$ cat config.mk
export PLATFORM = sky130hd
export DESIGN_NAME = lipo_state_of_charge_estimator_top
export DESIGN_NICKNAME = d
export VERILOG_FILES = /design/src/hdl/socest_pkg.sv /design/src/hdl/socest_front.sv /design/src/hdl/socest_fifo.sv /design/src/hdl/socest_back.sv /design/src/hdl/lipo_state_of_charge_estimator_top.sv
export SDC_FILE = /design/constraint.sdc
export NUM_CORES = 1
export LEC_CHECK = 0
export ABC_CLOCK_PERIOD_IN_PS = 13450
export BUFFER_PORTS_ARGS = -buffer_cell sky130_fd_sc_hd__buf_2
export CAP_MARGIN = 20
export CORE_MARGIN = 4
export CORE_UTILIZATION = 65
export DETAILED_ROUTE_END_ITERATION = 10
export PLACE_DENSITY_LB_ADDON = 0.1
export SLEW_MARGIN = 40
export SYNTH_ARGS = -nofsm -noshare
export SYNTH_HDL_FRONTEND = slang
export SYNTH_HIERARCHICAL = 1
export SYNTH_SLANG_ARGS = --single-unit
export TNS_END_PERCENT = 1
$ cat constraint.sdc
create_clock -name clk_i -period 13.45 [get_ports clk_i]
set_input_delay 1.345 -clock clk_i [delete_from_list [all_inputs] [get_ports clk_i]]
set_output_delay 1.345 -clock clk_i [all_outputs]
set_load 0.01 [all_outputs]
$ cat src/hdl/socest_pkg.sv
// Shared types and constants for the LiPo state-of-charge estimator.
package socest_pkg;

  localparam int VOLT_W   = 13;
  localparam int LOAD_W   = 16;
  localparam int CAP_W    = 16;
  localparam int SOC_W    = 7;

  // Compensation divide: voltage * capacity * 100 over capacity * 100 - load.
  localparam int DVSR_W   = 23;
  localparam int NUM_W    = 36;
  // Cell count and per-cell thresholds.
  localparam int N_W      = 5;
  localparam int VN_W     = 14;
  // Interpolation divide dividend width.
  localparam int SDIV_W   = 17;
  localparam int CNT_W    = 6;

  localparam int LOAD_SCALE      = 100;
  localparam int CELL_NOMINAL_CV = 370;
  localparam int CELL_FULL_CV    = 424;
  localparam int CELL_EMPTY_CV   = 296;
  localparam int CELL_HALF_CV    = CELL_NOMINAL_CV / 2;
  localparam int UPPER_SPAN_CV   = CELL_FULL_CV - CELL_NOMINAL_CV;
  localparam int LOWER_SPAN_CV   = CELL_NOMINAL_CV - CELL_EMPTY_CV;
  localparam int SOC_UPPER_SPAN  = 80;
  localparam int SOC_KNEE        = 20;
  localparam int SOC_FULL        = 100;

  // floor(x / 370) as (x * 2834) >> 20, exact for x below 2**14.
  localparam int CELL_RECIP       = 2834;
  localparam int CELL_RECIP_W     = 12;
  localparam int CELL_RECIP_SHIFT = 20;

  typedef struct packed {
    logic              bad;
    logic [NUM_W-1:0]  num;
    logic [DVSR_W-1:0] dvsr;
    logic [N_W-1:0]    n;
  } socest_item_t;

  typedef enum logic [2:0] {
    ST_IDLE,
    ST_DIV_V,
    ST_SEG,
    ST_DIV_S,
    ST_FIN
  } socest_state_e;

endpackage

$ cat src/hdl/socest_front.sv
// Front end: capacity register, load check, dividend, divisor and cell count.
module socest_front
  import socest_pkg::*;
(
  input  logic               clk_i,
  input  logic               rst_ni,
  input  logic               cfg_we_i,
  input  logic [CAP_W-1:0]   cfg_wdata_i,
  input  logic               in_valid_i,
  output logic               in_stall_o,
  input  logic [VOLT_W-1:0]  voltage_cv_i,
  input  logic [LOAD_W-1:0]  load_ma_i,
  input  logic               q_full_i,
  output logic               q_push_o,
  output socest_item_t       q_item_o
);

  localparam int X_W    = VN_W;
  localparam int PROD_W = X_W + CELL_RECIP_W;

  logic [DVSR_W-1:0] denom_q, denom_d;
  logic [X_W-1:0]    cell_x;
  logic [PROD_W-1:0] cell_prod;

  // Keep capacity pre-scaled by 100.
  always_comb begin
    denom_d = denom_q;
    if (cfg_we_i) begin
      denom_d = DVSR_W'(cfg_wdata_i * DVSR_W'(LOAD_SCALE));
    end
  end

  always_ff @(posedge clk_i or negedge rst_ni) begin
    if (!rst_ni) begin
      denom_q <= '0;
    end else begin
      denom_q <= denom_d;
    end
  end

  // Round to nearest cell count: floor((v + 185) / 370).
  assign cell_x    = X_W'(voltage_cv_i) + X_W'(CELL_HALF_CV);
  assign cell_prod = PROD_W'(cell_x) * PROD_W'(CELL_RECIP);

  assign in_stall_o     = q_full_i;
  assign q_push_o       = in_valid_i && !q_full_i;
  assign q_item_o.bad   = denom_q <= DVSR_W'(load_ma_i);
  assign q_item_o.num   = NUM_W'(voltage_cv_i) * NUM_W'(denom_q);
  assign q_item_o.dvsr  = denom_q - DVSR_W'(load_ma_i);
  assign q_item_o.n     = cell_prod[CELL_RECIP_SHIFT +: N_W];

endmodule

$ cat src/hdl/socest_fifo.sv
// Short queue of classified items between front and back end.
module socest_fifo
  import socest_pkg::*;
#(
  parameter int DEPTH = 2
)(
  input  logic         clk_i,
  input  logic         rst_ni,
  input  logic         push_i,
  input  socest_item_t wdata_i,
  output logic         full_o,
  input  logic         pop_i,
  output logic         empty_o,
  output socest_item_t rdata_o
);

  localparam int AW = (DEPTH > 1) ? $clog2(DEPTH) : 1;
  localparam int CW = $clog2(DEPTH + 1);

  socest_item_t    mem_q [DEPTH];
  logic [AW-1:0]   wptr_q, wptr_d, rptr_q, rptr_d;
  logic [CW-1:0]   cnt_q, cnt_d;

  function automatic logic [AW-1:0] ptr_next(input logic [AW-1:0] p);
    logic [AW-1:0] r;
    if (p == AW'(DEPTH - 1)) begin
      r = '0;
    end else begin
      r = p + AW'(1);
    end
    return r;
  endfunction

  assign full_o  = cnt_q == CW'(DEPTH);
  assign empty_o = cnt_q == '0;
  assign rdata_o = mem_q[rptr_q];

  always_comb begin
    wptr_d = push_i ? ptr_next(wptr_q) : wptr_q;
    rptr_d = pop_i  ? ptr_next(rptr_q) : rptr_q;
    cnt_d  = cnt_q;
    if (push_i && !pop_i) begin
      cnt_d = cnt_q + CW'(1);
    end else if (pop_i && !push_i) begin
      cnt_d = cnt_q - CW'(1);
    end
  end

  always_ff @(posedge clk_i or negedge rst_ni) begin
    if (!rst_ni) begin
      wptr_q <= '0;
      rptr_q <= '0;
      cnt_q  <= '0;
    end else begin
      wptr_q <= wptr_d;
      rptr_q <= rptr_d;
      cnt_q  <= cnt_d;
    end
  end

  always_ff @(posedge clk_i) begin
    if (push_i) begin
      mem_q[wptr_q] <= wdata_i;
    end
  end

endmodule

$ cat src/hdl/socest_back.sv
// Back end: bit-serial divider, interpolation sequencer and output register.
module socest_back
  import socest_pkg::*;
(
  input  logic             clk_i,
  input  logic             rst_ni,
  input  logic             q_empty_i,
  input  socest_item_t     q_item_i,
  output logic             q_pop_o,
  output logic             out_valid_o,
  input  logic             out_stall_i,
  output logic [SOC_W-1:0] soc_percent_o,
  output logic             bad_load_o
);

  socest_state_e     state_q, state_d;
  logic [NUM_W-1:0]  quo_q, quo_d;
  logic [DVSR_W-1:0] rem_q, rem_d;
  logic [DVSR_W-1:0] dvsr_q, dvsr_d;
  logic [CNT_W-1:0]  cnt_q, cnt_d;
  logic [N_W-1:0]    n_q, n_d;
  logic [SOC_W-1:0]  base_q, base_d;
  logic [SOC_W-1:0]  res_soc_q, res_soc_d;
  logic              res_bad_q, res_bad_d;
  logic              out_valid_q, out_valid_d;
  logic [SOC_W-1:0]  out_soc_q, out_soc_d;
  logic              out_bad_q, out_bad_d;

  logic [DVSR_W:0]   rem_sh;
  logic              fits;
  logic [DVSR_W-1:0] step_rem;
  logic [NUM_W-1:0]  step_quo;
  logic [VN_W-1:0]   vn, top, bottom;
  logic [VN_W-1:0]   diff_hi, diff_lo;

  // One restoring divide step per cycle.
  assign rem_sh   = {rem_q, quo_q[NUM_W-1]};
  assign fits     = rem_sh >= {1'b0, dvsr_q};
  assign step_rem = fits ? DVSR_W'(rem_sh - {1'b0, dvsr_q}) : rem_sh[DVSR_W-1:0];
  assign step_quo = {quo_q[NUM_W-2:0], fits};

  assign vn      = VN_W'(n_q * VN_W'(CELL_NOMINAL_CV));
  assign top     = VN_W'(n_q * VN_W'(CELL_FULL_CV));
  assign bottom  = VN_W'(n_q * VN_W'(CELL_EMPTY_CV));
  assign diff_hi = quo_q[VN_W-1:0] - vn;
  assign diff_lo = quo_q[VN_W-1:0] - bottom;

  always_comb begin
    state_d     = state_q;
    quo_d       = quo_q;
    rem_d       = rem_q;
    dvsr_d      = dvsr_q;
    cnt_d       = cnt_q;
    n_d         = n_q;
    base_d      = base_q;
    res_soc_d   = res_soc_q;
    res_bad_d   = res_bad_q;
    out_soc_d   = out_soc_q;
    out_bad_d   = out_bad_q;
    out_valid_d = out_valid_q && out_stall_i;
    q_pop_o     = 1'b0;

    unique case (state_q)
      ST_IDLE: begin
        if (!q_empty_i) begin
          q_pop_o = 1'b1;
          n_d     = q_item_i.n;
          quo_d   = q_item_i.num;
          rem_d   = '0;
          dvsr_d  = q_item_i.dvsr;
          cnt_d   = CNT_W'(NUM_W - 1);
          if (q_item_i.bad) begin
            res_soc_d = '0;
            res_bad_d = 1'b1;
            state_d   = ST_FIN;
          end else begin
            res_bad_d = 1'b0;
            state_d   = ST_DIV_V;
          end
        end
      end
      ST_DIV_V, ST_DIV_S: begin
        quo_d = step_quo;
        rem_d = step_rem;
        cnt_d = cnt_q - CNT_W'(1);
        if (cnt_q == '0) begin
          if (state_q == ST_DIV_V) begin
            state_d = ST_SEG;
          end else begin
            res_soc_d = base_q + step_quo[SOC_W-1:0];
            state_d   = ST_FIN;
          end
        end
      end
      ST_SEG: begin
        // Pick the segment from the compensated voltage; clamp at both ends.
        rem_d = '0;
        cnt_d = CNT_W'(SDIV_W - 1);
        if (quo_q >= NUM_W'(vn)) begin
          if (quo_q >= NUM_W'(top)) begin
            res_soc_d = SOC_W'(SOC_FULL);
            state_d   = ST_FIN;
          end else begin
            quo_d   = {SDIV_W'(diff_hi * SDIV_W'(SOC_UPPER_SPAN)), (NUM_W - SDIV_W)'(0)};
            dvsr_d  = DVSR_W'(n_q * DVSR_W'(UPPER_SPAN_CV));
            base_d  = SOC_W'(SOC_KNEE);
            state_d = ST_DIV_S;
          end
        end else begin
          if (quo_q <= NUM_W'(bottom)) begin
            res_soc_d = '0;
            state_d   = ST_FIN;
          end else begin
            quo_d   = {SDIV_W'(diff_lo * SDIV_W'(SOC_KNEE)), (NUM_W - SDIV_W)'(0)};
            dvsr_d  = DVSR_W'(n_q * DVSR_W'(LOWER_SPAN_CV));
            base_d  = '0;
            state_d = ST_DIV_S;
          end
        end
      end
      ST_FIN: begin
        // Hold the result until the output register is free.
        if (!out_valid_q || !out_stall_i) begin
          out_valid_d = 1'b1;
          out_soc_d   = res_soc_q;
          out_bad_d   = res_bad_q;
          state_d     = ST_IDLE;
        end
      end
      default: begin
        state_d = ST_IDLE;
      end
    endcase
  end

  always_ff @(posedge clk_i or negedge rst_ni) begin
    if (!rst_ni) begin
      state_q     <= ST_IDLE;
      out_valid_q <= 1'b0;
    end else begin
      state_q     <= state_d;
      out_valid_q <= out_valid_d;
    end
  end

  always_ff @(posedge clk_i) begin
    quo_q     <= quo_d;
    rem_q     <= rem_d;
    dvsr_q    <= dvsr_d;
    cnt_q     <= cnt_d;
    n_q       <= n_d;
    base_q    <= base_d;
    res_soc_q <= res_soc_d;
    res_bad_q <= res_bad_d;
    out_soc_q <= out_soc_d;
    out_bad_q <= out_bad_d;
  end

  assign out_valid_o   = out_valid_q;
  assign soc_percent_o = out_soc_q;
  assign bad_load_o    = out_bad_q;

endmodule

$ cat src/hdl/lipo_state_of_charge_estimator_top.sv
// Top level of the LiPo state-of-charge estimator.
//
// Input channel: voltage_cv_i (1/100 V) and load_ma_i (mA) transfer when
// in_valid_i is high and in_stall_o is low. Output channel: soc_percent_o
// and bad_load_o transfer when out_valid_o is high and out_stall_i is low.
// Capacity in mAh is written through cfg_we_i / cfg_wdata_i while idle.
//
// The front end checks the load, forms the compensation dividend, divisor
// and cell count in the transfer cycle and pushes them into a queue of
// QUEUE_DEPTH entries. The back end runs a one-bit-per-cycle divider:
// 36 steps for the compensated voltage, then 17 steps for interpolation.
// An item occupies the back end until it returns to ST_IDLE; a clamped
// item skips the interpolation divide and a bad load skips both divides.
// The front keeps taking items, until the queue is full, while the back end
// works or the output waits; a stalled result holds in the output register
// and the back end holds its next result until that register frees up.
// Reset clears the capacity to zero, empties the queue and drops any
// pending result.
module lipo_state_of_charge_estimator_top
  import socest_pkg::*;
#(
  parameter int QUEUE_DEPTH = 2
)(
  input  logic              clk_i,
  input  logic              rst_ni,
  input  logic              cfg_we_i,
  input  logic [CAP_W-1:0]  cfg_wdata_i,
  input  logic              in_valid_i,
  output logic              in_stall_o,
  input  logic [VOLT_W-1:0] voltage_cv_i,
  input  logic [LOAD_W-1:0] load_ma_i,
  output logic              out_valid_o,
  input  logic              out_stall_i,
  output logic [SOC_W-1:0]  soc_percent_o,
  output logic              bad_load_o
);

  logic         q_full, q_push, q_pop, q_empty;
  socest_item_t q_wdata, q_rdata;

  socest_front u_front (
    .clk_i        (clk_i),
    .rst_ni       (rst_ni),
    .cfg_we_i     (cfg_we_i),
    .cfg_wdata_i  (cfg_wdata_i),
    .in_valid_i   (in_valid_i),
    .in_stall_o   (in_stall_o),
    .voltage_cv_i (voltage_cv_i),
    .load_ma_i    (load_ma_i),
    .q_full_i     (q_full),
    .q_push_o     (q_push),
    .q_item_o     (q_wdata)
  );

  socest_fifo #(
    .DEPTH (QUEUE_DEPTH)
  ) u_fifo (
    .clk_i   (clk_i),
    .rst_ni  (rst_ni),
    .push_i  (q_push),
    .wdata_i (q_wdata),
    .full_o  (q_full),
    .pop_i   (q_pop),
    .empty_o (q_empty),
    .rdata_o (q_rdata)
  );

  socest_back u_back (
    .clk_i         (clk_i),
    .rst_ni        (rst_ni),
    .q_empty_i     (q_empty),
    .q_item_i      (q_rdata),
    .q_pop_o       (q_pop),
    .out_valid_o   (out_valid_o),
    .out_stall_i   (out_stall_i),
    .soc_percent_o (soc_percent_o),
    .bad_load_o    (bad_load_o)
  );

endmodule

==> results of run 1 <==
cells by family after synthesis:
family,Yosys count
buffers and inverters,587
XOR/XNOR,169
AND/OR/NAND/NOR,685
flip-flops,269
AO/OA/AOI/OAI,458
multiplexers,100
other,1
adder cells (fa/ha/maj),646
placed cells by master (no fill, tap or decap), drive strengths merged, types with 92 or more instances in the layout:
cell / instances
o21ai: 92
edfxtp: 240
a21oi: 132
and2: 140
ha: 387
nand2: 248
inv: 482
nor2: 114
fa: 259
xnor2: 112
state kept, by name, summed over array words and instances, names as in the netlist, 2 cells and up:
signal                flops
u_back/rem_q             23
u_back/quo_q             36
u_back/cnt_q              6
u_front/denom_q          21
u_fifo/mem_q            130
u_back/n_q                5
u_back/dvsr_q            23
u_back/soc_percent_o      7
u_back/res_soc_q          7
u_fifo/cnt_q              2
u_back/state_q            3
final cells by class:
cell class	instances	area [sq um]	share of cell area, %
sequential	269	7940	25.5
inverter	480	1800	5.79
timing repair buffer	74	418	1.34
tap	592	741	2.38
multi-input combinational	2060	19200	61.7
clock inverter	21	273	0.877
clock buffer	33	741	2.38
worst max-delay path, delay by kind of cell:
family	cells	cell delay, ps
buf+inv	5	640
fa+ha+maj	7	2490
xor+xnor	2	470
compound gates	8	2260
path summary, 6_finish.rpt:
kind                                      from                       to
max reg2reg                 u_front/denom_q[6]      u_fifo/mem_q[0][56]
min reg2reg                u_back/res_soc_q[3]  u_back/soc_percent_o[3]
max                            voltage_cv_i[0]       u_fifo/mem_q[0][4]
max in group asynchronous               rst_ni       u_front/denom_q[8]
min in group asynchronous               rst_ni            u_fifo/rptr_q
min                        u_back/res_soc_q[3]  u_back/soc_percent_o[3]
through the flow:
step / cell area [sq um] / setup WS, ps / utilization [%]
finish: 31100 / 6570 / 70.1
global route: 31100 / 6030 / 70.1
CTS: 31100 / 6570 / 70.0
detailed placement: 30100 / 5990 / 67.7
global placement: 30100 / 6130 / 67.7
floorplan: 29400 / 6440 / -
layer usage:
metal | global-route usage [%] | part of all wire [%]
met1 | 39.6 | 42
met2 | 50.4 | 48
met4 | 10.2 | 3.8
met3 | 3.86 | 6.1
met5 | 0 | 0
==> flow_metrics.env, run 1 <==
export IMPL_outcome="complete, no violations"
export IMPL_critPathMostFrequentCell="ha_1"
export IMPL_cts_tree="yes"
export IMPL_insertion_delay_ps=580
export IMPL_synth_seq_cells=269
export IMPL_yosys_warnings=6
export IMPL_nets=3610
export IMPL_fillers=3366
export IMPL_relSlewSlack_pct=37.8
export IMPL_reg2regPathDepth=17
export IMPL_synth_edf_count=240
export IMPL_cts_resized=0
export IMPL_yosys_area_share_simple_pct=11.5
export IMPL_grt_overflow_total=0
export IMPL_synth_area_leaders="edfxtp_1, fa_1, ha_1, inv_1, xnor2_1"
export IMPL_drtIter0Drc=1559
export IMPL_hp_class="reg -> reg"
export IMPL_start_util_pct=66.1
export IMPL_area_growth_pct=5.91
export IMPL_synth_xor_area_share_pct=5.06
export IMPL_cts_htree_levels=1
export IMPL_r2r_slack_ps=7020
export IMPL_grt_pass1_vias=21406
export IMPL_cts_root_buf="clkbuf_16"
export IMPL_synthMuxAreaShare_pct=4.28
export IMPL_numCtsBuffers=29
export IMPL_dpl_cell_count=3475
export IMPL_worst_slew_pin_slew_ps=933
export IMPL_fin_crit_sh_pct=51.1
export IMPL_grt_max_degree=66
export IMPL_holdWs_ps=419
export IMPL_final_cells=3529
export IMPL_finalSetupViolations=0
export IMPL_post_cts_buffers=0
export IMPL_avgSynthCellArea_sq_um=10.1
export IMPL_port_buffer_count=59
export IMPL_drtPass1Iterations=5
export IMPL_crit_chain="buf_2 > ha_1 > a2111oi_0 > inv_1 > a21oi_1 > xor2_1 > inv_1 > ha_1 > inv_1 > fa_1 > inv_1 > fa_1 > ha_1 > ha_1 > ha_1 > a21o_1 > a21o_1 > a21o_1 > a211oi_1 > o31ai_1 > a21oi_1 > xnor2_1"
export IMPL_place_congestion=0.946
export IMPL_hold_viol=0
export IMPL_tns_ps=0
export IMPL_path_class="in -> reg"
export IMPL_clkTransAtPathRegs_ps=60
export IMPL_yosysTopAreaCell="edfxtp_1"
export IMPL_startpoint_type="input pin"
export IMPL_async_flop_share_pct=10.8
export IMPL_synth_compound_area_share_pct=10.2
export IMPL_cp_required_ps=13780
export IMPL_whs_path_depth=0
export IMPL_synthMostInstantiatedCell="inv_1"
export IMPL_crit_fanout=27
export IMPL_antenna_found_initial=0
export IMPL_wl_um=71000
export IMPL_vias=20875
export IMPL_wire_per_inst_um=20.1
export IMPL_yosysSeqAreaShare_pct=27.0
export IMPL_slew_violations=0
export IMPL_cts_sinks=269
export IMPL_min_period_ps=6880
export IMPL_n_antenna_cell=0
export IMPL_max_freq_mhz=145
export IMPL_maxCapViolations=0
export IMPL_grt_pass1_wl_um=114000
export IMPL_rows=77
export IMPL_synth_cells=2915
export IMPL_fp_coreArea_sq_um=44400
export IMPL_die_w_um=221
export IMPL_die_h_um=221
export IMPL_synth_top_family_by_area="adder cells"
export IMPL_synthTopCellsByCount="inv_1, ha_1, fa_1"
export IMPL_final_layout_size_suffix_gt1_share_pct=8.31
export IMPL_yosysUniqueCellTypes=89
export IMPL_vias_per_cell=5.92
export IMPL_skew_ps=37.3
export IMPL_critical_path_endpoint_type="flip-flop"
export IMPL_rsz0062_at_grt="no"
export IMPL_hold_buffers=0
export IMPL_cp_arrival_ps=7200
export IMPL_drc=0
export IMPL_dp_hpwl_um=55800
export IMPL_synth_top_area_share_pct=24.5
export IMPL_grtUsageTotal_pct=29.7
export IMPL_clk_path_buf_depth=3
export IMPL_ys_flop_type="edfxtp_1"
export IMPL_drtAntennaViolNets=0
export IMPL_pin_count=60
export IMPL_synthesis_area_sq_um=29400
export IMPL_dieArea_sq_um=48700
export IMPL_cpMaxStageDelayCell="a2111oi_0"
export IMPL_slowest_delay_ps=740
export IMPL_synthAdderAreaFrac_pct=34.1
Power of run 1 is left out: the tool's default activity adds up to more than one toggle a clock period on the data nets, which glitch-free logic cannot reach.
==> run 2, diff against run 1 <==
--- a/config.mk
+++ b/config.mk
@@ -5,7 +5,7 @@
 export SDC_FILE = /design/constraint.sdc
 export NUM_CORES = 1
 export LEC_CHECK = 0
-export ABC_CLOCK_PERIOD_IN_PS = 13450
+export ABC_CLOCK_PERIOD_IN_PS = 6500
 export BUFFER_PORTS_ARGS = -buffer_cell sky130_fd_sc_hd__buf_2
 export CAP_MARGIN = 20
 export CORE_MARGIN = 4
==> constraint.sdc (replaced) <==
create_clock -name clk_i -period 6.5 [get_ports clk_i]
set_input_delay 0.65 -clock clk_i [delete_from_list [all_inputs] [get_ports clk_i]]
set_output_delay 0.65 -clock clk_i [all_outputs]
set_load 0.01 [all_outputs]
==> flow_metrics.env, run 2 (synthesized netlist as in run 1, its figures left out) <==
export IMPL_startpoint_type="flip-flop"
export IMPL_worst_slew_pin_slew_ps=873
export IMPL_clk_path_buf_depth=3
export IMPL_fillers=3358
export IMPL_antenna_found_initial=1
export IMPL_hp_class="in -> reg"
export IMPL_reg_top3="u_fifo/mem_q: 130 flops, u_back/quo_q: 36 flops"
export IMPL_start_util_pct=66.1
export IMPL_max_freq_mhz=160
export IMPL_clkTransAtPathRegs_ps=60
export IMPL_numCtsBuffers=30
export IMPL_final_cell_mix="inv_1, ha_1, fa_1"
export IMPL_critical_path_endpoint_type="flip-flop"
export IMPL_maxCapViolations=0
export IMPL_cts_resized=0
export IMPL_final_cells=3569
export IMPL_fin_crit_sh_pct=96.0
export IMPL_dieArea_sq_um=48700
export IMPL_hold_buffers=1
export IMPL_crit_fanout=15
export IMPL_outcome="complete, no violations"
export IMPL_rows=77
export IMPL_relSlewSlack_pct=41.8
export IMPL_cts_tree="yes"
export IMPL_grt_overflow_total=0
export IMPL_nets=3648
export IMPL_pin_count=60
export IMPL_r2r_slack_ps=260
export IMPL_vias=20850
export IMPL_top_register="u_fifo/mem_q"
export IMPL_die_h_um=221
export IMPL_finalSetupViolations=0
export IMPL_cp_arrival_ps=6530
export IMPL_dpl_cell_count=3511
export IMPL_path_class="reg -> reg"
export IMPL_port_buffer_count=59
export IMPL_crit_start="u_front/denom_q[9]"
export IMPL_wire_per_inst_um=19.3
export IMPL_layout_commonest_cell="inv_1"
export IMPL_drtIter0Drc=1304
export IMPL_dp_hpwl_um=55300
export IMPL_drc=0
export IMPL_slew_violations=0
export IMPL_fp_coreArea_sq_um=44400
export IMPL_worstReg2RegStart="u_front/denom_q[9]"
export IMPL_area_growth_pct=6.79
export IMPL_hold_start="load_ma_i[0]"
export IMPL_grt_pass1_wl_um=111000
export IMPL_final_layout_size_suffix_gt1_share_pct=9.38
export IMPL_grtUsageTotal_pct=28.7
export IMPL_largest_register_ffs=130
export IMPL_tns_ps=0
export IMPL_insertion_delay_ps=590
export IMPL_cts_htree_levels=1
export IMPL_wl_um=68900
export IMPL_die_w_um=221
export IMPL_hold_viol=0
export IMPL_seq_area_sq_um=7940
export IMPL_vias_per_cell=5.84
export IMPL_cp_required_ps=6790
export IMPL_drtPass1Iterations=6
export IMPL_skew_ps=32.5
export IMPL_multi_input_area_sq_um=19200
export IMPL_post_cts_buffers=0
export IMPL_grt_pass1_vias=21540
export IMPL_place_congestion=0.943
export IMPL_cts_sinks=269
export IMPL_drtAntennaViolNets=0
export IMPL_grt_max_degree=66
export IMPL_rsz0062_at_grt="no"
export IMPL_cts_root_buf="clkbuf_16"
export IMPL_min_period_ps=6240
-- run 2: final timing paths --
check / end / cells past startpoint
worst max-delay path: u_fifo/mem_q[0][55] / 16
worst min-delay path: u_fifo/mem_q[0][5] / 1
worst max register to register: u_fifo/mem_q[0][55] / 16
worst min register to register: u_back/soc_percent_o[1] / 0
max in group asynchronous: u_front/denom_q[18] / 3
min in group asynchronous: u_front/denom_q[3] / 2
-- run 2: critical path, stage by stage (launching register included) --
cell and delay [ps]:
dfrtp_1 840, nand2_1 180, fa_1 560, inv_1 50
fa_1 460, fa_1 530, fa_1 570, inv_1 60
fa_1 530, inv_1 40, ha_1 360, nand2_1 140
nor4_1 400, o211ai_1 210, a31oi_1 440, nor2b_1 160
a311o_1 410
-- run 2: area by class of cell --
type	instances	share of cell area [%]
inverters	480	5.74
flip-flops and latches	269	25.3
clock buffers	43	2.71
multi-input cells	2060	61.2
repair buffers	111	2.36
clock inverters	13	0.343
well taps	592	2.36
diodes	1	0.00798
-- run 2: through the flow --
stage | hold slack (ps) | utilization [%] | instance area [sq um] | worst slack (ps)
2_1_floorplan | 354 | - | 29400 | 283
3_3_place_gp | 408 | 68.3 | 30300 | 192
3_5_place_dp | 412 | 68.4 | 30400 | 158
4_1_cts | 292 | 70.6 | 31400 | 255
5_1_grt | 297 | 70.6 | 31400 | 14.0
6_report | 314 | 70.6 | 31400 | 258
-- run 2: per-layer routing --
layer	global-route usage [%]	up-vias	part of all wire [%]	wire, um
li1	-	9870	-	-
met1	38.3	10251	42	29300
met3	4.68	132	5.6	3870
met4	9.99	0	4.0	2790
met5	0	-	0	0
met2	48.1	597	48	33000
Power of run 2 is left out for the same reason.
